`src/fbpa_pkg.sv`:
```
// Shared types, codes and constants of the fixed block pool allocator.
package fbpa_pkg;

  localparam int unsigned ADDR_W     = 32;
  localparam int unsigned SIZE_W     = 16;
  localparam int unsigned CFG_CNT_W  = 9;
  localparam int unsigned OP_W       = 2;
  localparam int unsigned STATUS_W   = 3;
  localparam int unsigned FREE_W     = 9;
  localparam int unsigned CFG_IDX_W  = 2;
  localparam int unsigned CFG_DATA_W = 32;

  localparam int unsigned MAX_BLOCKS_DEF = 256;

  // Register reset values
  localparam logic [ADDR_W-1:0]    BASE_RST  = '0;
  localparam logic [SIZE_W-1:0]    SIZE_RST  = 16'd8;
  localparam logic [CFG_CNT_W-1:0] COUNT_RST = 9'd256;
  localparam int unsigned          COUNT_RST_INT = 256;

  // Smallest block: one link word
  localparam logic [SIZE_W-1:0] MIN_BLOCK_BYTES = 16'd8;

  typedef enum logic [OP_W-1:0] {
    OP_ALLOC = 2'd0,
    OP_FREE  = 2'd1,
    OP_RESET = 2'd2
  } op_e;

  typedef enum logic [STATUS_W-1:0] {
    ST_OK         = 3'd0,
    ST_EMPTY      = 3'd1,
    ST_OUTSIDE    = 3'd2,
    ST_MISALIGNED = 3'd3,
    ST_NOT_IN_USE = 3'd4
  } status_e;

  typedef enum logic [CFG_IDX_W-1:0] {
    CFG_BASE  = 2'd0,
    CFG_SIZE  = 2'd1,
    CFG_COUNT = 2'd2
  } cfg_idx_e;

  typedef struct packed {
    logic [OP_W-1:0]   operation;
    logic [ADDR_W-1:0] address;
  } req_t;

  typedef struct packed {
    logic [STATUS_W-1:0] status;
    logic [ADDR_W-1:0]   block_address;
    logic [FREE_W-1:0]   free_blocks;
  } rsp_t;

  // Controller to datapath
  typedef struct packed {
    logic latch_req;
    logic setup;
    logic mul_idx;
    logic div_start;
    logic latch_quot;
    logic commit;
  } cmd_t;

  // Datapath to controller
  typedef struct packed {
    logic [OP_W-1:0] op;
    logic            alloc_empty;
    logic            outside;
    logic            div_busy;
  } flags_t;

endpackage

```
`src/fbpa_ram.sv`:
```
// Generic single-write, single-read RAM with registered read data.
module fbpa_ram #(
  parameter int unsigned WIDTH = 1,
  parameter int unsigned DEPTH = fbpa_pkg::MAX_BLOCKS_DEF
) (
  input  logic                     clk_i,
  input  logic                     we_i,
  input  logic [$clog2(DEPTH)-1:0] waddr_i,
  input  logic [WIDTH-1:0]         wdata_i,
  input  logic [$clog2(DEPTH)-1:0] raddr_i,
  output logic [WIDTH-1:0]         rdata_o
);

  logic [WIDTH-1:0] mem_q [DEPTH];
  logic [WIDTH-1:0] rdata_q;

  always_ff @(posedge clk_i) begin
    if (we_i) begin
      mem_q[waddr_i] <= wdata_i;
    end
    rdata_q <= mem_q[raddr_i];
  end

  assign rdata_o = rdata_q;

endmodule

```
`src/fbpa_div.sv`:
```
// Restoring divider: one quotient bit per cycle, offset by block size.
module fbpa_div (
  input  logic                        clk_i,
  input  logic                        rst_ni,
  input  logic                        start_i,
  input  logic [fbpa_pkg::ADDR_W-1:0] dividend_i,
  input  logic [fbpa_pkg::SIZE_W-1:0] divisor_i,
  output logic                        busy_o,
  output logic [fbpa_pkg::ADDR_W-1:0] quot_o,
  output logic [fbpa_pkg::SIZE_W-1:0] rem_o
);
  import fbpa_pkg::*;

  localparam int unsigned CNT_W = $clog2(ADDR_W + 1);

  logic              busy_q, busy_d;
  logic [CNT_W-1:0]  cnt_q, cnt_d;
  logic [ADDR_W-1:0] quo_q, quo_d;
  logic [SIZE_W-1:0] rem_q, rem_d;
  logic [SIZE_W:0]   trial;
  logic              fits;

  assign trial = {rem_q, quo_q[ADDR_W-1]};
  assign fits  = trial >= {1'b0, divisor_i};

  always_comb begin
    busy_d = busy_q;
    cnt_d  = cnt_q;
    quo_d  = quo_q;
    rem_d  = rem_q;
    if (start_i) begin
      busy_d = 1'b1;
      cnt_d  = CNT_W'(ADDR_W);
      quo_d  = dividend_i;
      rem_d  = '0;
    end else if (busy_q) begin
      quo_d = {quo_q[ADDR_W-2:0], fits};
      rem_d = fits ? SIZE_W'(trial - {1'b0, divisor_i}) : trial[SIZE_W-1:0];
      cnt_d = cnt_q - CNT_W'(1);
      if (cnt_q == CNT_W'(1)) begin
        busy_d = 1'b0;
      end
    end
  end

  always_ff @(posedge clk_i or negedge rst_ni) begin
    if (!rst_ni) begin
      busy_q <= 1'b0;
      cnt_q  <= '0;
    end else begin
      busy_q <= busy_d;
      cnt_q  <= cnt_d;
    end
  end

  always_ff @(posedge clk_i) begin
    quo_q <= quo_d;
    rem_q <= rem_d;
  end

  assign busy_o = busy_q;
  assign quot_o = quo_q;
  assign rem_o  = rem_q;

endmodule

```
`src/fbpa_dp.sv`:
```
// Datapath: configuration, free list head, link and mark memories, address math.
module fbpa_dp #(
  parameter int unsigned MAX_BLOCKS = fbpa_pkg::MAX_BLOCKS_DEF
) (
  input  logic                           clk_i,
  input  logic                           rst_ni,
  input  fbpa_pkg::req_t                 in_data_i,
  input  logic                           cfg_we_i,
  input  logic [fbpa_pkg::CFG_IDX_W-1:0] cfg_index_i,
  input  logic [fbpa_pkg::CFG_DATA_W-1:0] cfg_data_i,
  input  fbpa_pkg::cmd_t                 cmd_i,
  output fbpa_pkg::flags_t               flags_o,
  output fbpa_pkg::rsp_t                 rsp_o
);
  import fbpa_pkg::*;

  localparam int unsigned IDX_W   = $clog2(MAX_BLOCKS);
  localparam int unsigned CNT_W   = $clog2(MAX_BLOCKS + 1);
  localparam int unsigned SPAN_W  = CNT_W + SIZE_W;
  localparam int unsigned CMP_W   = (SPAN_W > ADDR_W) ? SPAN_W : ADDR_W;
  localparam int unsigned RST_CNT =
    (MAX_BLOCKS < COUNT_RST_INT) ? MAX_BLOCKS : COUNT_RST_INT;

  // Configuration
  logic [ADDR_W-1:0]    base_q;
  logic [SIZE_W-1:0]    size_q;
  logic [CFG_CNT_W-1:0] count_q;
  logic [SIZE_W-1:0]    eff_size;
  logic [CNT_W-1:0]     eff_cnt;

  // Request and working registers
  logic [OP_W-1:0]   op_q;
  logic [ADDR_W-1:0] addr_q;
  logic [ADDR_W-1:0] offset_q;
  logic              below_q;
  logic [SPAN_W-1:0] mul_q, mul_d;
  logic [CNT_W-1:0]  mul_a;
  logic [IDX_W-1:0]  idx_q;

  // Free list state
  logic [IDX_W-1:0] head_q, head_d;
  logic             empty_q, empty_d;
  logic [CNT_W-1:0] free_q, free_d;
  logic [CNT_W-1:0] wmark_q, wmark_d;  // blocks below this still sit in the rebuilt run
  logic [CNT_W-1:0] nreb_q, nreb_d;    // block count of the last rebuild

  rsp_t rsp_q;

  logic              div_busy;
  logic [ADDR_W-1:0] div_quot;
  logic [SIZE_W-1:0] div_rem;

  logic [IDX_W-1:0] link_rd;
  logic             mark_rd;
  logic             link_we, mark_we;
  logic [IDX_W-1:0] link_wdata;

  logic             alloc_empty, outside, idx_below, untouched, used;
  logic             alloc_ok, free_ok;
  logic [IDX_W-1:0] next_head;
  status_e          status;

  always_ff @(posedge clk_i or negedge rst_ni) begin
    if (!rst_ni) begin
      base_q  <= BASE_RST;
      size_q  <= SIZE_RST;
      count_q <= COUNT_RST;
    end else if (cfg_we_i) begin
      unique case (cfg_index_i)
        CFG_BASE:  base_q  <= cfg_data_i[ADDR_W-1:0];
        CFG_SIZE:  size_q  <= cfg_data_i[SIZE_W-1:0];
        CFG_COUNT: count_q <= cfg_data_i[CFG_CNT_W-1:0];
        default: ;
      endcase
    end
  end

  assign eff_size = (size_q < MIN_BLOCK_BYTES) ? MIN_BLOCK_BYTES : size_q;

  always_comb begin
    if (count_q == '0) begin
      eff_cnt = CNT_W'(1);
    end else if (32'(count_q) > 32'(MAX_BLOCKS)) begin
      eff_cnt = CNT_W'(MAX_BLOCKS);
    end else begin
      eff_cnt = CNT_W'(count_q);
    end
  end

  // One shared multiplier: pool span on setup, block offset for allocate
  assign mul_a = cmd_i.mul_idx ? CNT_W'(idx_q) : eff_cnt;
  assign mul_d = SPAN_W'(mul_a) * SPAN_W'(eff_size);

  always_ff @(posedge clk_i) begin
    if (cmd_i.latch_req) begin
      op_q   <= in_data_i.operation;
      addr_q <= in_data_i.address;
    end
    if (cmd_i.setup) begin
      offset_q <= addr_q - base_q;
      below_q  <= addr_q < base_q;
      idx_q    <= head_q;
    end
    if (cmd_i.setup || cmd_i.mul_idx) begin
      mul_q <= mul_d;
    end
    if (cmd_i.latch_quot) begin
      idx_q <= div_quot[IDX_W-1:0];
    end
    if (cmd_i.commit) begin
      rsp_q.status        <= status;
      rsp_q.block_address <= alloc_ok ? ADDR_W'(base_q + ADDR_W'(mul_q)) : '0;
      rsp_q.free_blocks   <= FREE_W'(free_d);
    end
  end

  fbpa_div u_div (
    .clk_i      (clk_i),
    .rst_ni     (rst_ni),
    .start_i    (cmd_i.div_start),
    .dividend_i (offset_q),
    .divisor_i  (eff_size),
    .busy_o     (div_busy),
    .quot_o     (div_quot),
    .rem_o      (div_rem)
  );

  assign alloc_empty = empty_q || (free_q == '0);
  assign outside     = below_q || (CMP_W'(offset_q) >= CMP_W'(mul_q));

  // Entries below the watermark or past the rebuilt count are untouched since
  // the last rebuild: their link is the next lower block and their mark clear.
  assign idx_below = CNT_W'(idx_q) < wmark_q;
  assign untouched = idx_below || (CNT_W'(idx_q) >= nreb_q);
  assign used      = !untouched && mark_rd;
  assign next_head = idx_below ? ((idx_q == '0) ? '0 : idx_q - IDX_W'(1)) : link_rd;

  always_comb begin
    unique case (op_q)
      OP_ALLOC: status = alloc_empty ? ST_EMPTY : ST_OK;
      OP_FREE: begin
        priority if (outside) begin
          status = ST_OUTSIDE;
        end else if (div_rem != '0) begin
          status = ST_MISALIGNED;
        end else if (!used) begin
          status = ST_NOT_IN_USE;
        end else begin
          status = ST_OK;
        end
      end
      default: status = ST_OK;
    endcase
  end

  assign alloc_ok = (op_q == OP_ALLOC) && !alloc_empty;
  assign free_ok  = (op_q == OP_FREE) && (status == ST_OK);

  always_comb begin
    head_d  = head_q;
    empty_d = empty_q;
    free_d  = free_q;
    wmark_d = wmark_q;
    nreb_d  = nreb_q;
    if (alloc_ok) begin
      free_d = free_q - CNT_W'(1);
      if (free_q == CNT_W'(1)) begin
        empty_d = 1'b1;
      end else begin
        head_d = next_head;
      end
      if (idx_below) begin
        wmark_d = CNT_W'(idx_q);
      end
    end else if (free_ok) begin
      head_d  = idx_q;
      empty_d = 1'b0;
      free_d  = free_q + CNT_W'(1);
    end else if (op_q == OP_RESET) begin
      head_d  = IDX_W'(eff_cnt - CNT_W'(1));
      empty_d = 1'b0;
      free_d  = eff_cnt;
      wmark_d = eff_cnt;
      nreb_d  = eff_cnt;
    end
  end

  always_ff @(posedge clk_i or negedge rst_ni) begin
    if (!rst_ni) begin
      head_q  <= IDX_W'(RST_CNT - 1);
      empty_q <= 1'b0;
      free_q  <= CNT_W'(RST_CNT);
      wmark_q <= CNT_W'(RST_CNT);
      nreb_q  <= CNT_W'(RST_CNT);
    end else if (cmd_i.commit) begin
      head_q  <= head_d;
      empty_q <= empty_d;
      free_q  <= free_d;
      wmark_q <= wmark_d;
      nreb_q  <= nreb_d;
    end
  end

  assign link_we    = cmd_i.commit && free_ok;
  assign link_wdata = empty_q ? '0 : head_q;
  assign mark_we    = cmd_i.commit && (alloc_ok || free_ok);

  fbpa_ram #(
    .WIDTH (IDX_W),
    .DEPTH (MAX_BLOCKS)
  ) u_link_ram (
    .clk_i   (clk_i),
    .we_i    (link_we),
    .waddr_i (idx_q),
    .wdata_i (link_wdata),
    .raddr_i (idx_q),
    .rdata_o (link_rd)
  );

  fbpa_ram #(
    .WIDTH (1),
    .DEPTH (MAX_BLOCKS)
  ) u_mark_ram (
    .clk_i   (clk_i),
    .we_i    (mark_we),
    .waddr_i (idx_q),
    .wdata_i (alloc_ok),
    .raddr_i (idx_q),
    .rdata_o (mark_rd)
  );

  assign flags_o.op          = op_q;
  assign flags_o.alloc_empty = alloc_empty;
  assign flags_o.outside     = outside;
  assign flags_o.div_busy    = div_busy;
  assign rsp_o               = rsp_q;

endmodule

```
`src/fbpa_ctrl.sv`:
```
// Controller: sequences one request at a time and owns the handshakes.
module fbpa_ctrl (
  input  logic             clk_i,
  input  logic             rst_ni,
  input  logic             in_valid_i,
  output logic             in_stall_o,
  output logic             out_valid_o,
  input  logic             out_stall_i,
  input  fbpa_pkg::flags_t flags_i,
  output fbpa_pkg::cmd_t   cmd_o
);
  import fbpa_pkg::*;

  localparam logic [2:0] S_IDLE   = 3'd0;
  localparam logic [2:0] S_SETUP  = 3'd1;
  localparam logic [2:0] S_AMUL   = 3'd2;
  localparam logic [2:0] S_FCHK   = 3'd3;
  localparam logic [2:0] S_DIV    = 3'd4;
  localparam logic [2:0] S_FMARK  = 3'd5;
  localparam logic [2:0] S_FREAD  = 3'd6;
  localparam logic [2:0] S_FINISH = 3'd7;

  logic [2:0] state_q, state_d;
  logic       out_valid_q, out_valid_d;
  logic       slot_free;

  // Output register can take a word when empty or being drained
  assign slot_free = !out_valid_q || !out_stall_i;

  always_comb begin
    state_d = state_q;
    cmd_o   = '0;
    unique case (state_q)
      S_IDLE: begin
        cmd_o.latch_req = in_valid_i;
        if (in_valid_i) begin
          state_d = S_SETUP;
        end
      end
      S_SETUP: begin
        cmd_o.setup = 1'b1;
        if (flags_i.op == OP_ALLOC) begin
          state_d = flags_i.alloc_empty ? S_FINISH : S_AMUL;
        end else if (flags_i.op == OP_FREE) begin
          state_d = S_FCHK;
        end else begin
          state_d = S_FINISH;
        end
      end
      S_AMUL: begin
        cmd_o.mul_idx = 1'b1;
        state_d       = S_FINISH;
      end
      S_FCHK: begin
        if (flags_i.outside) begin
          state_d = S_FINISH;
        end else begin
          cmd_o.div_start = 1'b1;
          state_d         = S_DIV;
        end
      end
      S_DIV: begin
        if (!flags_i.div_busy) begin
          state_d = S_FMARK;
        end
      end
      S_FMARK: begin
        cmd_o.latch_quot = 1'b1;
        state_d          = S_FREAD;
      end
      S_FREAD: state_d = S_FINISH;
      S_FINISH: begin
        if (slot_free) begin
          cmd_o.commit = 1'b1;
          state_d      = S_IDLE;
        end
      end
      default: state_d = S_IDLE;
    endcase
  end

  assign out_valid_d = cmd_o.commit || (out_valid_q && out_stall_i);

  always_ff @(posedge clk_i or negedge rst_ni) begin
    if (!rst_ni) begin
      state_q     <= S_IDLE;
      out_valid_q <= 1'b0;
    end else begin
      state_q     <= state_d;
      out_valid_q <= out_valid_d;
    end
  end

  assign in_stall_o  = state_q != S_IDLE;
  assign out_valid_o = out_valid_q;

endmodule

```
`src/fixed_block_pool_allocator.sv`:
```
// Fixed block pool allocator: LIFO free list over equal blocks at a base address.
// One request is in work at a time; the result word sits in an output register, so
// the next request is taken while the previous result waits. Allocate steps through the
// list head, the link memory read and the index times block size; reset pool and an
// empty-list allocate skip the multiply, a free that falls outside the pool stops after
// the range check, and any other free waits on the bit-per-cycle divider that splits
// the offset into block index and remainder (32 steps), then reads the used mark.
// A new request is taken in the cycle after the result is written. Reset and the reset
// pool operation rebuild the list through a watermark, with no clearing pass, so the
// block is ready right after reset. Configuration writes belong in idle periods.
module fixed_block_pool_allocator #(
  parameter int unsigned MAX_BLOCKS = fbpa_pkg::MAX_BLOCKS_DEF
) (
  input  logic                            clk_i,
  input  logic                            rst_ni,
  input  logic                            in_valid_i,
  output logic                            in_stall_o,
  input  fbpa_pkg::req_t                  in_data_i,
  output logic                            out_valid_o,
  input  logic                            out_stall_i,
  output fbpa_pkg::rsp_t                  out_data_o,
  input  logic                            cfg_we_i,
  input  logic [fbpa_pkg::CFG_IDX_W-1:0]  cfg_index_i,
  input  logic [fbpa_pkg::CFG_DATA_W-1:0] cfg_data_i
);
  import fbpa_pkg::*;

  cmd_t   cmd;
  flags_t flags;

  fbpa_ctrl u_ctrl (
    .clk_i       (clk_i),
    .rst_ni      (rst_ni),
    .in_valid_i  (in_valid_i),
    .in_stall_o  (in_stall_o),
    .out_valid_o (out_valid_o),
    .out_stall_i (out_stall_i),
    .flags_i     (flags),
    .cmd_o       (cmd)
  );

  fbpa_dp #(
    .MAX_BLOCKS (MAX_BLOCKS)
  ) u_dp (
    .clk_i       (clk_i),
    .rst_ni      (rst_ni),
    .in_data_i   (in_data_i),
    .cfg_we_i    (cfg_we_i),
    .cfg_index_i (cfg_index_i),
    .cfg_data_i  (cfg_data_i),
    .cmd_i       (cmd),
    .flags_o     (flags),
    .rsp_o       (out_data_o)
  );

endmodule

```
`config.mk`:
```
export PLATFORM = sky130hd
export DESIGN_NAME = fixed_block_pool_allocator
export DESIGN_NICKNAME = d
export VERILOG_FILES = /design/src/fbpa_pkg.sv /design/src/fbpa_ram.sv /design/src/fbpa_div.sv /design/src/fbpa_dp.sv /design/src/fbpa_ctrl.sv /design/src/fixed_block_pool_allocator.sv
export SDC_FILE = /design/constraint.sdc
export NUM_CORES = 2
export LEC_CHECK = 0
export BUFFER_PORTS_ARGS = -buffer_cell sky130_fd_sc_hd__buf_2
export CORE_MARGIN = 1.5
export CORE_UTILIZATION = 30
export DETAILED_ROUTE_END_ITERATION = 8
export GPL_TIMING_DRIVEN = 0
export SYNTH_ARGS = -nofsm -noshare
export SYNTH_HDL_FRONTEND = slang
export SYNTH_SLANG_ARGS = --single-unit
```
`constraint.sdc`:
```
create_clock -name clk_i -period 17.17 [get_ports clk_i]
set_input_delay 1.717 -clock clk_i [delete_from_list [all_inputs] [get_ports clk_i]]
set_output_delay 1.717 -clock clk_i [all_outputs]
set_load 0.02 [all_outputs]
```
==> impl_results.md <==
* Reg2Reg Depth at 24
* Pwr dens at 183 nW/µm²
* Final Hold Viols at 0
* Later-pin clock latency in the skew report at 910 ps
* Slew headroom at 1.11%
* Syn avg cell area at 18.0 µm²
* Slowest stage cell, crit path: buf_1
* Pleak at 41.8 nW
* Starting Density at 30.1%
* # setup viols final at 0
* Setup Slack @ Placement at 6900 ps
* Vias at 64900
* Initial antenna violation count at 31
* H-tree Lvls at 5
* Crit-path max cell delay at 950 ps
* Post-synth EDFFs at 2480
* Clock Sinks at 2609
* CP arrival at 11110 ps
* Maxcap violations at 1
* Setup ws final at 6640 ps
* Max-slew violation count at 0
* GPL Wtd Cong at 0.955
* Final worst-path cycle share at 61.4%
* Multi-input gate area at 31100 µm²
* Vias in the first global route at 61900
* Yosys Warn Count at 0
* Setup_tns at 0 ps
* Failing checks: capacitance limit
* Hold path startpoint: u_dp.wmark_q[8]
* Root Driver: clkbuf_16
* Reg clk slew, reported paths at 60 ps
* Post-Route WL at 386 mm
* Unique masters post-synth at 86
* Internal Power at 14.4 mW
* Clock power share at 24.3%
* Syn_nets at 6497
* Crit Reg-Reg Startpoint: u_dp.idx_q[1]
* Hold Path Depth at 2
* Mean routed wirelength per cell at 32.8 µm
* Sequential area share after synthesis at 69.9%
* Hpwl dp at 258 mm
* Hold-fix buffers, CTS at 0
* Critical Path Source Type: flip-flop
* RSZ-0062 raised after global routing: false
* Pre-Repair DR Iteration Count at 7
* Total setup buffers inserted after CTS at 0
* Post-Synthesis Cell Area at 111000 µm²
* Synth Flop Type: edfxtp_1
* Sequential power share at 35.5%
* CP cell instances: buf_2 -> buf_2 -> buf_1 -> buf_2 -> buf_2 -> nand2_1 -> o21ai_1 -> clkbuf_1 -> nand2_1 -> fa_1 -> inv_1 -> fa_1 -> fa_1 -> inv_1 -> fa_1 -> inv_1 -> ha_1 -> a21oi_1 -> nor3b_1 -> nor4b_1 -> or4b_2 -> a31o_2 -> a21oi_1 -> xnor2_1
* RR Endpoint: u_dp.mul_q[24]
* Syn Inst Count at 6153
* Switching Fraction at 38.4%
* Die H at 611 µm
* Global-route wire length before repair at 518 mm
* Port Buffer Count at 118
* Remaining antenna violation count at 0
* Drc violations at 0
* Fmax at 94.9 MHz
* Vias/cell at 5.51
* Area Overhead vs Synth at 15.2%
* Register area at 77600 µm²
* Critical path fanouts, max at 11
* Clock buffer count from CTS at 269
* Commonest non-fill, non-tap cell in the layout: edfxtp_1
* Crit-path leading delay family: buffers and inverters
* Resize count post-CTS at 0
* Die width at 611 µm
* Worst Setup End Kind: flip-flop
* Largest net degree at the start of global routing at 111
* Top cells by area, synth: edfxtp_1 (67%), mux4_2 (15%), nor2_1 (2.5%)
* Yosys reg bits at 2609
* Global Route Usage Sum at 20.1%
* CTS tree: yes
* Core Area at 369000 µm²
* Synth area leader: edfxtp_1
* Reg-to-reg setup timing slack at 6640 ps
* Initial DRC count at 11200
* Max IR drop VDD at 0.172 mV
* Bufs and invs on worst path at 9
* # fillers at 34500
* I/O pin count at 119
* Share of flip-flops with an asynchronous set or reset at 3.99%
* Worst clock skew at 103 ps
* Area fraction of the dominant cell type after synthesis at 67.1%
* Final min period at 10530 ps
* Worst min path class: flip-flop to flip-flop
* Layout cells sized above 1 at 23.3%
* Worst Tran Pin Value at 1470 ps
* Die area at 374000 µm²
* Total grt overflow at 0
* Worst path required time at 17750 ps
* Final core occ at 34.7%
* Bufs on Longest Clock Path at 4
* Part of the power in combinational logic at 40.1%
* Final nets at 6963
* Status: complete, but fails checks
* Switch Pwr at 8.97 mW
* Cell Rows at 223
* End of the worst hold path: u_dp.wmark_q[8]
* Most frequent cells in the layout: edfxtp_1 (2480), nor2_1 (740), mux4_2 (726), clkbuf_16 (275), inv_1 (268)
* Critical setup path kind: flip-flop to flip-flop
metrics by stage:
step | hold WS (ps) | std cells | cell area, µm² | power, mW
2_1_floorplan | 450 | 6153 | 111000 | 13.5
3_3_place_gp | 466 | 11200 | 118000 | 17.6
3_5_place_dp | 464 | 11300 | 120000 | 17.5
4_1_cts | 477 | 11800 | 128000 | 23.1
5_1_grt | 504 | 11800 | 128000 | 23.9
6_report | 476 | 11800 | 128000 | 23.3
per-layer routing:
metal  track usage (%)  share of wire [%]
met1              26.7                 38
met2              30.2                 44
met3              6.19                 13
met4              9.04                5.4
met5             0.400              0.096
worst max-delay path by stage:
stage	start	end	slack [ps]	cells after the start
after floorplan	u_dp.head_q[0]	u_dp.u_link_ram.mem_q[0][0]	8910	1
after global placement	u_dp.head_q[3]	u_dp.u_link_ram.mem_q[174][3]	1650	1
after detailed placement	u_dp.idx_q[1]	u_dp.mul_q[24]	6900	24
after CTS	u_dp.idx_q[1]	u_dp.mul_q[24]	6860	24
after global routing	u_dp.idx_q[1]	u_dp.mul_q[24]	6530	24
final	u_dp.idx_q[1]	u_dp.mul_q[24]	6640	24
synthesized netlist by cell type, drive strengths merged (14+ instances only):
master  instances
a211oi         23
a21o           37
a21oi         125
a31oi          14
and2           16
and3           20
buf           128
clkbuf        196
dfrtp          91
dfxtp          25
edfxtp       2480
fa            102
ha            169
inv           269
mux2           63
mux2i          29
mux4          726
nand2         238
nand2b         40
nand3          56
nand4          21
nor2          742
nor2b          42
nor3           47
nor4           15
o21ai         143
xnor2          60
xor2           34
final cells by class:
cell class / count / area share (%)
clock inverters: 130 / 0.831
clock buffers: 341 / 5.58
multi-input cells: 2948 / 24.4
diodes: 11 / 0.0215
plain buffers: 324 / 1.17
repair buffers: 195 / 1.73
inverters: 272 / 0.798
well taps: 4950 / 4.84
flip-flops and latches: 2609 / 60.7
worst reg2reg max path, stage by stage, from the launching register on:
cell	delay, ps
edfxtp_1	930
buf_2	460
buf_2	520
buf_1	960
buf_2	870
buf_2	720
nand2_1	120
o21ai_1	450
clkbuf_1	540
nand2_1	160
fa_1	530
inv_1	60
fa_1	500
fa_1	550
inv_1	50
fa_1	470
inv_1	40
ha_1	310
a21oi_1	250
nor3b_1	440
nor4b_1	160
or4b_2	680
a31o_2	250
a21oi_1	170
xnor2_1	80
flip-flops by register name, summed over array words and instances (netlist names), 2 cells and up:
register,cells
u_dp.u_link_ram.mem_q,2048
u_dp.u_mark_ram.mem_q,256
u_dp.rsp_o,44
u_dp.addr_q,32
u_dp.base_q,32
u_dp.offset_q,32
u_dp.u_div.quot_o,32
u_dp.mul_q,25
u_dp.size_q,16
u_dp.u_div.rem_o,16
u_dp.count_q,9
u_dp.free_q,9
u_dp.nreb_q,9
u_dp.wmark_q,9
u_dp.head_q,8
u_dp.idx_q,8
u_dp.u_link_ram.rdata_o,8
u_dp.u_div.cnt_q,6
u_ctrl.state_q,3
u_dp.op_q,2
power groups by stage:
stage	logic, mW	registers (mW)	clock network [mW]
after floorplan	4.86	8.64	0
after global placement	8.61	8.98	0
after detailed placement	9.10	8.42	0
after CTS	9.13	8.29	5.68
after global routing	9.63	8.31	5.93
final	9.37	8.29	5.68
cell families (layout without fill, tap and decap cells):
logic type	count (synthesis)	count (layout)	share of synthesized area, %
AND/OR/NAND/NOR	1273	1273	4.99
AO/OA/AOI/OAI	492	492	2.84
flip-flops	2609	2609	69.9
XOR/XNOR	94	94	0.742
adder cells (fa/ha/maj)	271	271	3.74
other	0	11	0
multiplexers	818	818	15.6
buffers and inverters	596	1262	2.17
Power figures use the tool's default switching activity.
